File: src/hw/rtl/nlp_pkg.sv
// Package for the numeric literal parser: character codes, the per-character
// classification record and the decimal saturation limit.
// No dependencies.
package nlp_pkg;

  localparam logic [7:0] CHAR_UNDERSCORE = 8'h5F;
  localparam logic [7:0] CHAR_ZERO       = 8'h30;
  localparam logic [7:0] CHAR_ONE        = 8'h31;
  localparam logic [7:0] CHAR_NINE       = 8'h39;
  localparam logic [7:0] CHAR_LOWER_A    = 8'h61;
  localparam logic [7:0] CHAR_LOWER_B    = 8'h62;
  localparam logic [7:0] CHAR_LOWER_F    = 8'h66;
  localparam logic [7:0] CHAR_UPPER_A    = 8'h41;
  localparam logic [7:0] CHAR_UPPER_B    = 8'h42;
  localparam logic [7:0] CHAR_UPPER_F    = 8'h46;
  localparam logic [7:0] CHAR_LOWER_X    = 8'h78;
  localparam logic [7:0] CHAR_UPPER_X    = 8'h58;

  // Largest decimal value that can take another digit without overflow.
  localparam logic [63:0] DEC_LIMIT = 64'd1844674407370955161;

  // One character after classification. A character that is not kept is an
  // underscore that closes the literal.
  typedef struct packed {
    logic       kept;
    logic       last;
    logic       is_zero;
    logic       is_x;
    logic       is_suffix;
    logic       bin_ok;
    logic       hex_ok;
    logic [3:0] hex_val;
    logic       dec_ok;
  } char_info_t;

endpackage

File: src/hw/rtl/nlp_front.sv
// Front end of the numeric literal parser: accepts characters, classifies
// them and drops underscores that do not close a literal.
// Depends on nlp_pkg.
module nlp_front (
  input  logic                [7:0] char_code,
  input  logic                      is_last,
  input  logic                      in_valid,
  output logic                      in_ready,
  input  logic                      q_ready,
  output logic                      q_push,
  output nlp_pkg::char_info_t       q_data
);
  import nlp_pkg::*;

  logic kept;

  assign kept     = (char_code != CHAR_UNDERSCORE);
  assign in_ready = q_ready;
  // An underscore in the middle of a literal changes nothing downstream.
  assign q_push   = in_valid && q_ready && (kept || is_last);

  always_comb begin
    q_data           = '0;
    q_data.kept      = kept;
    q_data.last      = is_last;
    q_data.is_zero   = (char_code == CHAR_ZERO);
    q_data.is_x      = (char_code == CHAR_LOWER_X) || (char_code == CHAR_UPPER_X);
    q_data.is_suffix = (char_code == CHAR_LOWER_B) || (char_code == CHAR_UPPER_B);
    q_data.bin_ok    = (char_code == CHAR_ZERO) || (char_code == CHAR_ONE);
    q_data.dec_ok    = char_code inside {[CHAR_ZERO:CHAR_NINE]};
    if (char_code inside {[CHAR_ZERO:CHAR_NINE]}) begin
      q_data.hex_ok  = 1'b1;
      q_data.hex_val = 4'(char_code - CHAR_ZERO);
    end else if (char_code inside {[CHAR_LOWER_A:CHAR_LOWER_F]}) begin
      q_data.hex_ok  = 1'b1;
      q_data.hex_val = 4'(char_code - CHAR_LOWER_A + 8'd10);
    end else if (char_code inside {[CHAR_UPPER_A:CHAR_UPPER_F]}) begin
      q_data.hex_ok  = 1'b1;
      q_data.hex_val = 4'(char_code - CHAR_UPPER_A + 8'd10);
    end else begin
      q_data.hex_ok  = 1'b0;
      q_data.hex_val = 4'd0;
    end
  end

endmodule

File: src/hw/rtl/nlp_queue.sv
// Two-entry queue of classified characters between front and back end.
// A push and a pop may happen in the same cycle. Depends on nlp_pkg.
module nlp_queue (
  input  logic                clk,
  input  logic                rst,
  input  logic                push,
  input  nlp_pkg::char_info_t push_data,
  output logic                push_ready,
  input  logic                pop,
  output logic                pop_valid,
  output nlp_pkg::char_info_t pop_data
);
  import nlp_pkg::*;

  char_info_t  entries [2];
  logic        wr_ptr;
  logic        rd_ptr;
  logic [1:0]  count;

  assign push_ready = (count != 2'd2);
  assign pop_valid  = (count != 2'd0);
  assign pop_data   = entries[rd_ptr];

  always_ff @(posedge clk) begin
    if (rst) begin
      wr_ptr <= 1'b0;
      rd_ptr <= 1'b0;
      count  <= 2'd0;
    end else begin
      if (push) begin
        wr_ptr <= ~wr_ptr;
      end
      if (pop) begin
        rd_ptr <= ~rd_ptr;
      end
      if (push && !pop) begin
        count <= count + 2'd1;
      end else if (pop && !push) begin
        count <= count - 2'd1;
      end
    end
  end

  always_ff @(posedge clk) begin
    if (push) begin
      entries[wr_ptr] <= push_data;
    end
  end

endmodule

File: src/hw/rtl/nlp_back.sv
// Back end of the numeric literal parser: runs the binary, hex and decimal
// accumulators side by side and registers the result of each literal.
// Depends on nlp_pkg.
module nlp_back #(
  parameter int MAX_HEX_DIGITS = 20
) (
  input  logic                clk,
  input  logic                rst,
  input  logic                q_valid,
  input  nlp_pkg::char_info_t q_data,
  output logic                q_pop,
  output logic         [63:0] value_low,
  output logic         [15:0] value_high,
  output logic                ok,
  output logic                out_valid,
  input  logic                out_ready
);
  import nlp_pkg::*;

  localparam int CW = $clog2(MAX_HEX_DIGITS + 2);
  localparam logic [CW-1:0] HEX_MAX = CW'(MAX_HEX_DIGITS);

  logic [1:0]    kept_count, kept_count_next;
  logic          first_is_zero, first_is_zero_next;
  logic          hex_mode, hex_mode_next;
  logic          held_bin_ok, held_bin_ok_next;
  logic          held_bit, held_bit_next;
  logic          held_suffix, held_suffix_next;
  logic [63:0]   bin_acc, bin_acc_next;
  logic          bin_good, bin_good_next;
  logic [63:0]   hex_low_acc, hex_low_acc_next;
  logic [15:0]   hex_high_acc, hex_high_acc_next;
  logic [CW-1:0] hex_cnt, hex_cnt_next;
  logic          hex_good, hex_good_next;
  logic [63:0]   dec_acc, dec_acc_next;
  logic          dec_good, dec_good_next;
  logic [63:0]   res_low;
  logic [15:0]   res_high;
  logic          res_ok;

  // A closing character needs the output register free.
  assign q_pop = q_valid && (!q_data.last || !out_valid || out_ready);

  always_comb begin
    kept_count_next    = kept_count;
    first_is_zero_next = first_is_zero;
    hex_mode_next      = hex_mode;
    held_bin_ok_next   = held_bin_ok;
    held_bit_next      = held_bit;
    held_suffix_next   = held_suffix;
    bin_acc_next       = bin_acc;
    bin_good_next      = bin_good;
    hex_low_acc_next   = hex_low_acc;
    hex_high_acc_next  = hex_high_acc;
    hex_cnt_next       = hex_cnt;
    hex_good_next      = hex_good;
    dec_acc_next       = dec_acc;
    dec_good_next      = dec_good;
    if (q_data.kept) begin
      // The held character is now known not to be the suffix.
      if (kept_count != 2'd0) begin
        if (held_bin_ok) begin
          bin_acc_next = {bin_acc[62:0], held_bit};
        end else begin
          bin_good_next = 1'b0;
        end
      end
      if (kept_count == 2'd0) begin
        first_is_zero_next = q_data.is_zero;
      end else if (kept_count == 2'd1) begin
        hex_mode_next = first_is_zero && q_data.is_x;
      end else if (hex_mode) begin
        if (q_data.hex_ok) begin
          hex_low_acc_next  = {hex_low_acc[59:0], q_data.hex_val};
          hex_high_acc_next = {hex_high_acc[11:0], hex_low_acc[63:60]};
        end else begin
          hex_good_next = 1'b0;
        end
        if (hex_cnt <= HEX_MAX) begin
          hex_cnt_next = hex_cnt + CW'(1);
        end
      end
      if (q_data.dec_ok) begin
        if (dec_acc > DEC_LIMIT || (dec_acc == DEC_LIMIT && q_data.hex_val > 4'd5)) begin
          dec_acc_next = '1;
        end else begin
          dec_acc_next = {dec_acc[60:0], 3'b000} + {dec_acc[62:0], 1'b0}
                       + {60'd0, q_data.hex_val};
        end
      end else begin
        dec_good_next = 1'b0;
      end
      held_bin_ok_next = q_data.bin_ok;
      held_bit_next    = q_data.is_zero ? 1'b0 : 1'b1;
      held_suffix_next = q_data.is_suffix;
      if (kept_count != 2'd2) begin
        kept_count_next = kept_count + 2'd1;
      end
    end
  end

  always_comb begin
    res_low  = 64'd0;
    res_high = 16'd0;
    res_ok   = 1'b0;
    if (kept_count_next == 2'd0) begin
      res_ok = 1'b0;
    end else if (held_suffix_next && !hex_mode_next) begin
      res_ok  = (kept_count_next == 2'd2) && bin_good_next;
      res_low = bin_acc_next;
    end else if (hex_mode_next) begin
      res_ok   = hex_good_next && (hex_cnt_next != '0) && (hex_cnt_next <= HEX_MAX);
      res_low  = hex_low_acc_next;
      res_high = hex_high_acc_next;
    end else begin
      res_ok  = dec_good_next;
      res_low = dec_acc_next;
    end
    if (!res_ok) begin
      res_low  = 64'd0;
      res_high = 16'd0;
    end
  end

  always_ff @(posedge clk) begin
    if (rst || (q_pop && q_data.last)) begin
      kept_count    <= 2'd0;
      first_is_zero <= 1'b0;
      hex_mode      <= 1'b0;
      held_bin_ok   <= 1'b0;
      held_bit      <= 1'b0;
      held_suffix   <= 1'b0;
      bin_acc       <= 64'd0;
      bin_good      <= 1'b1;
      hex_low_acc   <= 64'd0;
      hex_high_acc  <= 16'd0;
      hex_cnt       <= '0;
      hex_good      <= 1'b1;
      dec_acc       <= 64'd0;
      dec_good      <= 1'b1;
    end else if (q_pop) begin
      kept_count    <= kept_count_next;
      first_is_zero <= first_is_zero_next;
      hex_mode      <= hex_mode_next;
      held_bin_ok   <= held_bin_ok_next;
      held_bit      <= held_bit_next;
      held_suffix   <= held_suffix_next;
      bin_acc       <= bin_acc_next;
      bin_good      <= bin_good_next;
      hex_low_acc   <= hex_low_acc_next;
      hex_high_acc  <= hex_high_acc_next;
      hex_cnt       <= hex_cnt_next;
      hex_good      <= hex_good_next;
      dec_acc       <= dec_acc_next;
      dec_good      <= dec_good_next;
    end
  end

  always_ff @(posedge clk) begin
    if (rst) begin
      out_valid <= 1'b0;
    end else if (q_pop && q_data.last) begin
      out_valid <= 1'b1;
    end else if (out_ready) begin
      out_valid <= 1'b0;
    end
  end

  always_ff @(posedge clk) begin
    if (q_pop && q_data.last) begin
      value_low  <= res_low;
      value_high <= res_high;
      ok         <= res_ok;
    end
  end

endmodule

File: src/hw/rtl/numeric_literal_parser_top.sv
// Numeric literal parser: one character per transfer, one result per literal.
// A closing character passes through the queue, then its result is registered.
// Throughput: one character per cycle; a closing one stalls on a pending result.
// A two-entry queue lets the input keep going while a result waits to be taken.
// Reset (rst, synchronous) empties the queue and output and clears the literal.
module numeric_literal_parser_top #(
  parameter int MAX_HEX_DIGITS = 20
) (
  input  logic        clk,
  input  logic        rst,
  input  logic  [7:0] char_code,
  input  logic        is_last,
  input  logic        in_valid,
  output logic        in_ready,
  output logic [63:0] value_low,
  output logic [15:0] value_high,
  output logic        ok,
  output logic        out_valid,
  input  logic        out_ready
);
  import nlp_pkg::*;

  char_info_t push_data;
  char_info_t pop_data;
  logic       push;
  logic       push_ready;
  logic       pop;
  logic       pop_valid;

  nlp_front u_front (
    .char_code (char_code),
    .is_last   (is_last),
    .in_valid  (in_valid),
    .in_ready  (in_ready),
    .q_ready   (push_ready),
    .q_push    (push),
    .q_data    (push_data)
  );

  nlp_queue u_queue (
    .clk        (clk),
    .rst        (rst),
    .push       (push),
    .push_data  (push_data),
    .push_ready (push_ready),
    .pop        (pop),
    .pop_valid  (pop_valid),
    .pop_data   (pop_data)
  );

  nlp_back #(
    .MAX_HEX_DIGITS (MAX_HEX_DIGITS)
  ) u_back (
    .clk        (clk),
    .rst        (rst),
    .q_valid    (pop_valid),
    .q_data     (pop_data),
    .q_pop      (pop),
    .value_low  (value_low),
    .value_high (value_high),
    .ok         (ok),
    .out_valid  (out_valid),
    .out_ready  (out_ready)
  );

endmodule

File: config.mk
export PLATFORM = sky130hd
export DESIGN_NAME = numeric_literal_parser_top
export DESIGN_NICKNAME = d
export VERILOG_FILES = /design/src/hw/rtl/nlp_pkg.sv /design/src/hw/rtl/nlp_front.sv /design/src/hw/rtl/nlp_queue.sv /design/src/hw/rtl/nlp_back.sv /design/src/hw/rtl/numeric_literal_parser_top.sv
export SDC_FILE = /design/constraint.sdc
export NUM_CORES = 1
export LEC_CHECK = 0
export ABC_CLOCK_PERIOD_IN_PS = 7500
export BUFFER_PORTS_ARGS = -buffer_cell sky130_fd_sc_hd__buf_2
export CORE_MARGIN = 2
export CORE_UTILIZATION = 55
export CTS_BUF_LIST = sky130_fd_sc_hd__clkbuf_16
export CTS_CLUSTER_DIAMETER = 30
export DETAILED_ROUTE_END_ITERATION = 8
export PLACE_DENSITY_LB_ADDON = 0.05
export SYNTH_ARGS = -nofsm -noshare
export SYNTH_HDL_FRONTEND = slang
export SYNTH_SLANG_ARGS = --single-unit
File: constraint.sdc
create_clock -name clk -period 7.5 [get_ports clk]
set_clock_uncertainty 0.1 [all_clocks]
set_input_delay 0.375 -clock clk [delete_from_list [all_inputs] [get_ports clk]]
set_output_delay 0.375 -clock clk [all_outputs]
set_load 0.03 [all_outputs]
After elaboration in Yosys (flattened, before gate mapping):

Memories as Yosys holds them, arrays and structs flattened. A register that Yosys moved wholly into a read port is not among the register bits.
Index checks and enable logic that the tools add are counted.

* register bits: 309
* RAM bits: 24
* bits of input ports: 13
* output and inout bits: 83
* word-level logic and storage cells: 152
* memories: 1

Memories
* u_queue.entries: words 2, bits a word 12, rd ports 1, clocked after Yosys merged registers in 1, write ports 1, line nlp_queue.sv:15 `char_info_t entries [2];`

* add/sub/neg operators: 11
* $lt $le $gt $ge: 10
* eq/ne operators: 12
* mux-type cells: 54
* bitwise operators: 4
* reduce and logical (&&, ||, !) cells: 39

Operator list (count)
* 64-bit 2-to-1 mux: 13
* 16-bit 2-to-1 mux: 5
* 64-bit by 4-bit adder with 64-bit output: 1
* 64-bit adder: 1
* 64-bit by 61-bit == test with 1-bit output (second input constant): 1
* 64-bit by 61-bit > comparator with 1-bit output (second input constant): 1
* 5-bit 2-to-1 mux: 8
* 8-bit by 7-bit == test with 1-bit output (second input constant): 4
* 1-bit 2-to-1 mux: 24
* 8-bit by 6-bit == test with 1-bit output (second input constant): 2
* 8-bit by 7-bit >= comparator with 1-bit output (second input constant): 2
* 8-bit by 7-bit less-or-equal comparator with 1-bit output (second input constant): 2
* 1-bit logical AND: 15
* 4-bit by 1-bit subtractor with 4-bit output (second input constant): 3
* 5-bit less-or-equal comparator (second input constant): 2
* 4-bit adder (second input constant): 2
* 8-bit by 6-bit >= comparator with 1-bit output (second input constant): 1
* 8-bit by 6-bit less-or-equal comparator with 1-bit output (second input constant): 1
* 1-bit logical OR: 8
* 2-bit 2-to-1 mux: 4
* 8-bit by 7-bit != test with 1-bit output (second input constant): 1
* 2-bit nonzero test: 4
* 5-bit by 1-bit adder with 5-bit output (second input constant): 1
* 1-bit zero test: 5
* other kinds (13): 19

Depth between registers and ports, before layout:

Gate-level depths: netlist (run 1).

* word-level depth: 14
* depth in mapped cells: 18

By module:

Synthesis (run 1) repeated with hierarchy kept, for this count alone.

* cells, all modules: 2486
* area total of the unflattened synthesis: 19915.4 sq um

Modules (own cells, without submodules)
* nlp_back: times used 1, cells each 2386, area an instance 18519.0 sq um, seq. area each 6916.6 sq um
* nlp_queue: times used 1, cells each 59, area an instance 1068.5 sq um, seq. area each 820.8 sq um
* nlp_front: times used 1, cells each 41, area an instance 327.8 sq um, seq. area each 0.0 sq um

Least setup slack after synthesis (run 1):

OpenSTA, ideal clock, no wires.

* path type: flip-flop to flip-flop
* from: register with a tool-made name
* to: register u_back.hex_high_acc[0]
* setup time: 0.132 ns
* arrival time: 5.984 ns
* data required time: 7.268 ns
* path slack: 1.284 ns
* stages on the path, launching flop included: 13
* path buffers: 6
* cells stage by stage: dfxtp_1 > buf_4 > buf_2 > mux2i_1 > o22a_1 > buf_2 > clkinv_1 > nor2_1 > or2_2 > clkbuf_1 > buf_2 > buf_1 > a21oi_1

RTL lines
* end signal: assignment: line nlp_back.sv:151 `hex_high_acc <= hex_high_acc_next;`
* end: declaration: line nlp_back.sv:32 `logic [15:0] hex_high_acc, hex_high_acc_next;`

==> impl_metrics.yaml, run 1 <==
timing:
  period_share: 0.6905
  rsz0062_at_grt: "no"
  setup_ws_ns: 2.321
  fin_crit_ns: 5.179
  tightest_slew_ns: 1.120
  setup_violations: 0
  max-slew-margin-rel: 0.2513
  hold_violations: 0
  fmax_mhz: 193.1
  finalMaxSlewViolations: 0
  tns_ns: 0
  whs_ns: 0.05148
grt:
  grt_max_degree: 91
  grt_pass1_vias: 17760
  grt_pass1_wl_mm: 98.69
  grt_remaining_overflow: 0
  grtUsageTotal: 0.3303
  antenna_found_initial: 1
drt:
  drc: 0
  vias: 18530
  met3_length_mm: 3.745
  postRouteWirelength_mm: 63.65
  wl_met1_mm: 25.80
  viasPerCell: 6.246
  drtIter0Drc: 1535
  dr_wl_met2_mm: 30.34
  top_layer: "met5"
  firstDrtPassIters: 5
  routedWlPerCell_um: 21.46
  postRouteAntennaNets: 0
clocking:
  cts_setup_buffers: 0
  h-tree-depth: 3
  root_buffer: "clkbuf_16"
  cts_inserted_buffers: 76
  clk_latency_ns: 0.60
  clockBufferDepth: 3
  tritoncts: "done"
  cts_resized: 0
  cts.sink_count: 334
  path_clk_slew_ns: 0.05
worst_setup_path:
  critPathKind: "reg2reg"
  endpoint_kind: "register"
  slowest_stage: "dfxtp_1"
  crit_path_max_fanout: 14
  crit_chain: "mux2i_1 > fa_1 > inv_1 > ha_1 > a211oi_1 > o21ai_0 > o21ai_1 > a211oi_1 > a21oi_2 > o211ai_1 > a221o_2 > mux2_2 > o21ai_0 > a21oi_1"
  cp.arrival_ns: 5.39
  cp.required_ns: 7.71
  max_stage_delay_ns: 0.82
  cp-start-kind: "register"
cells_and_area:
  area_delta_synth_final_pct: 16.98
  seqCellArea_um2: 7737
  final_layout_size_suffix_gt1_frac: 0.1289
  diodes: 0
  multi_input_area_um2: 11380
  stdcell_count: 2966
  final_nets: 2588
  fillers: 3019
synthesis:
  synth_area_um2: 19860
  syn_avg_cell_area_um2: 8.233
  synth_nets: 2559
  ys_types: 77
  ys_seq_area_frac: 0.3896
  synth-seq-cells: 334
  synthCells: 2412
  async_reset_ff_frac: 0
  yosys_warnings: 0
  synth_edf_count: 105
  synth_flop_cell: "dfxtp_1"
placement:
  pre_cts_slack_ns: 2.367
  numPortBuffers: 95
  dp_hpwl_mm: 42.70
  place_congestion: 0.9746
  place_inst: 2821
power_and_ir_drop:
  p_per_area_nw_per_um2: 439.9
  p_leak_nw: 9.119
  power_mw: 10.22
  vdd_drop_max_mv: 0.3586
worst_hold_path:
  holdCritPathClass: "in2reg"
floorplan:
  std_cell_rows: 69
  dieArea_um2: 37640
  fp.dieW_um: 194.0
  die_h_um: 194.0
  io_pins: 96
  core_um2: 35570
  start_util: 0.5583
outcome:
  outcome: "finished clean"
job:
  maxCapViolCount: 0
through the flow:
step,util,instance area [um^2]
finish,0.6531,23230
global route,0.6531,23230
CTS,0.6531,23230
detailed placement,0.5758,20480
global placement,0.5758,20480
floorplan,-,19860
cell usage after synthesis (5+ instances only):
cell type | n | share of area
mux2i_1 | 61 | 0.031
buf_2 | 23 | 0.0058
o211ai_1 | 18 | 0.0068
xnor2_1 | 43 | 0.019
ha_1 | 132 | 0.083
nand4_1 | 23 | 0.0072
or3_1 | 9 | 0.0028
and3_1 | 8 | 0.0025
a21boi_0 | 5 | 0.0019
clkbuf_1 | 133 | 0.025
o21a_1 | 8 | 0.0030
nand2b_1 | 17 | 0.0054
o221ai_1 | 35 | 0.015
nor2_1 | 166 | 0.031
a21oi_1 | 332 | 0.084
nor4_1 | 6 | 0.0019
o21bai_1 | 11 | 0.0042
buf_1 | 12 | 0.0023
and4_1 | 6 | 0.0026
a21o_1 | 26 | 0.0098
xor2_1 | 24 | 0.011
o21ai_0 | 124 | 0.031
a211oi_1 | 56 | 0.021
edfxtp_1 | 105 | 0.16
nor2b_1 | 11 | 0.0035
nand2_1 | 513 | 0.097
dfxtp_1 | 229 | 0.23
o221a_2 | 37 | 0.021
a31oi_1 | 16 | 0.0050
nor3_1 | 56 | 0.014
a311oi_1 | 6 | 0.0026
nand3_1 | 29 | 0.0073
o22ai_1 | 10 | 0.0032
inv_1 | 31 | 0.0059
and2_1 | 6 | 0.0019
a221oi_1 | 7 | 0.0031
power breakdown:
group | total, mW | leakage [nW] | switching (mW) | internal [mW]
Clock | 3.49 | 1.33 | 1.12 | 2.36
Combinational | 4.03 | 4.93 | 2.86 | 1.17
Sequential | 2.70 | 2.86 | 0.382 | 2.32
Total | 10.2 | 9.12 | 4.37 | 5.85
worst paths after layout:
check,from,endpoint,slack (ns),depth (start not counted)
min,char_code[3],u_queue.entries[1][7],0.05,2
max reg2reg,register,u_back.value_low[63],2.32,14
min reg2reg,u_back.hex_high_acc[15],u_back.hex_high_acc[15],0.35,2
max,register,u_back.value_low[63],2.32,14
metal layers:
| layer | up-vias | global-route usage |
|---|---|---|
| met1 | 8856 | 0.4053 |
| met2 | 678 | 0.5527 |
| met3 | 177 | 0.04992 |
| li1 | 8814 | - |
| met4 | 2 | 0.1928 |
| met5 | - | 0 |
registers in the layout, indices dropped and copies added, names as in the netlist, 2 cells and up, named ones only:
name                 cells
u_back.kept_count        2
u_queue.count            2
u_back.hex_high_acc     16
u_back.hex_low_acc      64
u_back.bin_acc          64
u_back.hex_cnt           5
u_back.value_low        64
u_back.dec_acc          64
u_queue.entries         24
u_back.value_high       16
logic make-up after synthesis:
family,share of synthesized area
AOI/OAI and AO/OA,0.2370
xor gates and xnor gates,0.02955
adders and majority gates,0.08518
buffers and inverters,0.04127
DFF,0.3896
muxes,0.03358
and+or+nand+nor,0.1838
worst max-delay path, delay by kind of cell (launching register included):
family	cells	cell delay, ns
buf+inv	1	0.08
compound gates	9	2.32
flops	1	0.82
fa+ha+maj	2	0.70
mux	2	0.87
layout make-up:
class,instances,share of cell area
tap,461,0.02483
inverter,33,0.005386
timing repair buffer,123,0.02984
multi-input combinational,1873,0.4898
clock buffer,80,0.08617
clock inverter,62,0.03086
sequential,334,0.3331
placed cells by master, fill, tap and decap left out, drive strengths merged, types with 12 or more instances in the layout:
| cell | count |
|---|---|
| nand2 | 514 |
| a211oi | 57 |
| ha | 132 |
| o221ai | 35 |
| nand3 | 29 |
| nor3 | 56 |
| xor2 | 24 |
| nand2b | 17 |
| nand4 | 23 |
| o221a | 37 |
| inv | 46 |
| mux2i | 62 |
| o211ai | 18 |
| a21o | 26 |
| o21ai | 127 |
| bufinv | 12 |
| buf | 120 |
| edfxtp | 105 |
| clkinv | 29 |
| xnor2 | 43 |
| dfxtp | 229 |
| a31oi | 16 |
| a21oi | 333 |
| clkbuf | 80 |
| nor2 | 166 |
what timing repair did:
action                                  CTS  global route
hold buffers                              3             0
endpoints found under the setup margin    0             0
hold endpoints to repair                  5             0
Note: power is estimated with default switching activity, not from simulation.
==> inputs of run 2 (changes only) <==
--- a/config.mk
+++ b/config.mk
@@ -5,7 +5,7 @@
 export SDC_FILE = /design/constraint.sdc
 export NUM_CORES = 1
 export LEC_CHECK = 0
-export ABC_CLOCK_PERIOD_IN_PS = 7500
+export ABC_CLOCK_PERIOD_IN_PS = 4450
 export BUFFER_PORTS_ARGS = -buffer_cell sky130_fd_sc_hd__buf_2
 export CORE_MARGIN = 2
 export CORE_UTILIZATION = 55
==> constraint.sdc (replaced) <==
create_clock -name clk -period 4.45 [get_ports clk]
set_clock_uncertainty 0.1 [all_clocks]
set_input_delay 0.2225 -clock clk [delete_from_list [all_inputs] [get_ports clk]]
set_output_delay 0.2225 -clock clk [all_outputs]
set_load 0.03 [all_outputs]
==> run 2 against run 1 <==
  * Via count grew 1.5%
  * Final cell count grew 1.7%
  * Register-to-register slack lost 2.1 ns
==> impl_metrics.yaml, run 2 (synthesized netlist as in run 1, its figures left out) <==
worst_setup_path:
  endpoint_kind: "register"
  cp.arrival_ns: 4.45
  r2r_cells: 13
  cpMostUsedCell: "fa_1"
  rrSetupSlack_ns: 0.23
  r2r-end: "u_back.value_low[62]"
  slowest_stage: "fa_1"
  cp-start-kind: "register"
  cp.required_ns: 4.69
  crit_path_max_fanout: 5
  max_stage_delay_ns: 0.50
  critPathKind: "reg2reg"
  crit_chain: "mux2i_1 > fa_1 > fa_1 > nand2b_1 > a21o_1 > a31o_2 > a21oi_2 > o21ai_1 > o2111ai_1 > nor4bb_1 > mux2_2 > nor3_1 > nor2_1"
timing:
  tns_ns: 0
  fin_crit_ns: 4.216
  setup_violations: 0
  period_share: 0.9475
  hold_violations: 0
  finalMaxSlewViolations: 0
  tightest_slew_ns: 1.030
  rsz0062_at_grt: "no"
  whs_ns: 0.06014
  max-slew-margin-rel: 0.3109
  fmax_mhz: 237.2
  setup_ws_ns: 0.2336
floorplan:
  dieArea_um2: 37640
  core_um2: 35570
  die_h_um: 194.0
  io_pins: 96
  std_cell_rows: 69
  start_util: 0.5583
  fp.dieW_um: 194.0
clocking:
  cts.sink_count: 334
  clk_latency_ns: 0.60
  tritoncts: "done"
  path_clk_slew_ns: 0.05
  clockBufferDepth: 3
  root_buffer: "clkbuf_16"
  h-tree-depth: 3
  cts_inserted_buffers: 79
placement:
  place_inst: 2854
  numPortBuffers: 95
  dp_hpwl_mm: 45.49
  place_congestion: 0.9732
  pre_cts_slack_ns: 0.03617
drt:
  vias: 18810
  postRouteWirelength_mm: 65.89
  postRouteAntennaNets: 0
  viasPerCell: 6.233
  drc: 0
  firstDrtPassIters: 6
  routedWlPerCell_um: 21.84
  drtIter0Drc: 1671
grt:
  grt_remaining_overflow: 0
  grtUsageTotal: 0.3458
  antenna_found_initial: 0
  grt_max_degree: 80
  grt_pass1_vias: 18340
  grt_pass1_wl_mm: 103.0
power_and_ir_drop:
  p_seq_frac: 0.262
  p_leak_nw: 9.360
  p_clk_frac: 0.329
  p_switching_mw: 7.466
  vdd_drop_max_mv: 0.6719
  power_frac_comb: 0.410
  swShare: 0.4293
  power_mw: 17.39
  p_per_area_nw_per_um2: 734.7
  power.internal_mw: 9.924
cells_and_area:
  final_common_cell: "nand2_1"
  area_delta_synth_final_pct: 19.18
  final_layout_size_suffix_gt1_frac: 0.1393
  stdcell_count: 3017
  final_nets: 2637
  layout.cells.most_common_list: "511 x nand2_1, 331 x a21oi_1, 229 x dfxtp_1"
outcome:
  outcome: "finished clean"
job:
  maxCapViolCount: 0
worst_hold_path:
  worst_hold_path.endpoint: "u_queue.entries[0][0]"
  holdCritPathClass: "in2reg"
  hold_start: "char_code[6]"
  hold_depth: 4
[run 2: cell types whose count changed in the layout (fill, tap and decap cells not counted), moves of 3 or more]
cell	delta
buf_12	+9
clkinv_8	+3
inv_6	-4
buf_4	+26
clkinv_2	+3
clkinv_1	+4
inv_1	+4
dlygate4sd3_1	+11
[run 2: worst max-delay path by stage]
stage,start,slack [ns],depth (start not counted),end
floorplan,register,0.22,15,u_back.value_low[52]
global placement,register,0.09,14,u_back.value_low[63]
detailed placement,register,0.04,14,u_back.value_low[63]
CTS,register,0.009,14,u_back.value_low[63]
global route,register,0.004,14,u_back.value_low[59]
finish,register,0.23,13,u_back.value_low[62]
[run 2: area by class of cell]
cell class	instances	area, um^2
diodes	1	2.502
fillers	2995	11900
well taps	461	576.8
clock buffers	80	2002
multi-input cells	1873	11400
flip-flops and latches	334	7737
repair buffers	169	1179
inverters	33	125.1
clock inverters	66	646.9
[run 2: metal layers]
layer	vias to the layer above	track usage	routed length (um)
li1	8922	-	-
met1	8995	0.4200	26510
met2	710	0.5782	31490
met3	179	0.05775	3790
met4	0	0.2045	4108
met5	-	0	0
[run 2: power groups by stage]
stage	logic [mW]	registers [mW]	clock network, mW
floorplan	4.32	4.74	0
global placement	6.88	4.56	0
detailed placement	6.97	4.57	0
CTS	7.03	4.53	5.75
global route	7.63	4.60	5.91
finish	7.12	4.55	5.72
[run 2: worst max-delay path: cells and delay by family (launching register included)]
kind	cells	cell delay (ns)
compound gates	5	1.06
fa+ha+maj	2	0.97
flops	1	0.46
mux	2	0.68
simple gates	4	0.69
[run 2: stage by stage]
stage	utilization	instance area [um^2]
after CTS	0.6643	23630
after global placement	0.5859	20840
final	0.6654	23670
after detailed placement	0.5859	20840
after floorplan	-	19870
after global routing	0.6654	23670
[run 2: repair_timing]
item | in CTS | in global routing
buffers inserted | 0 | 2
hold buffers | 14 | 0
gates resized for setup | 0 | 6
endpoints found under the hold margin | 24 | 0
endpoints found under the setup margin | 0 | 13
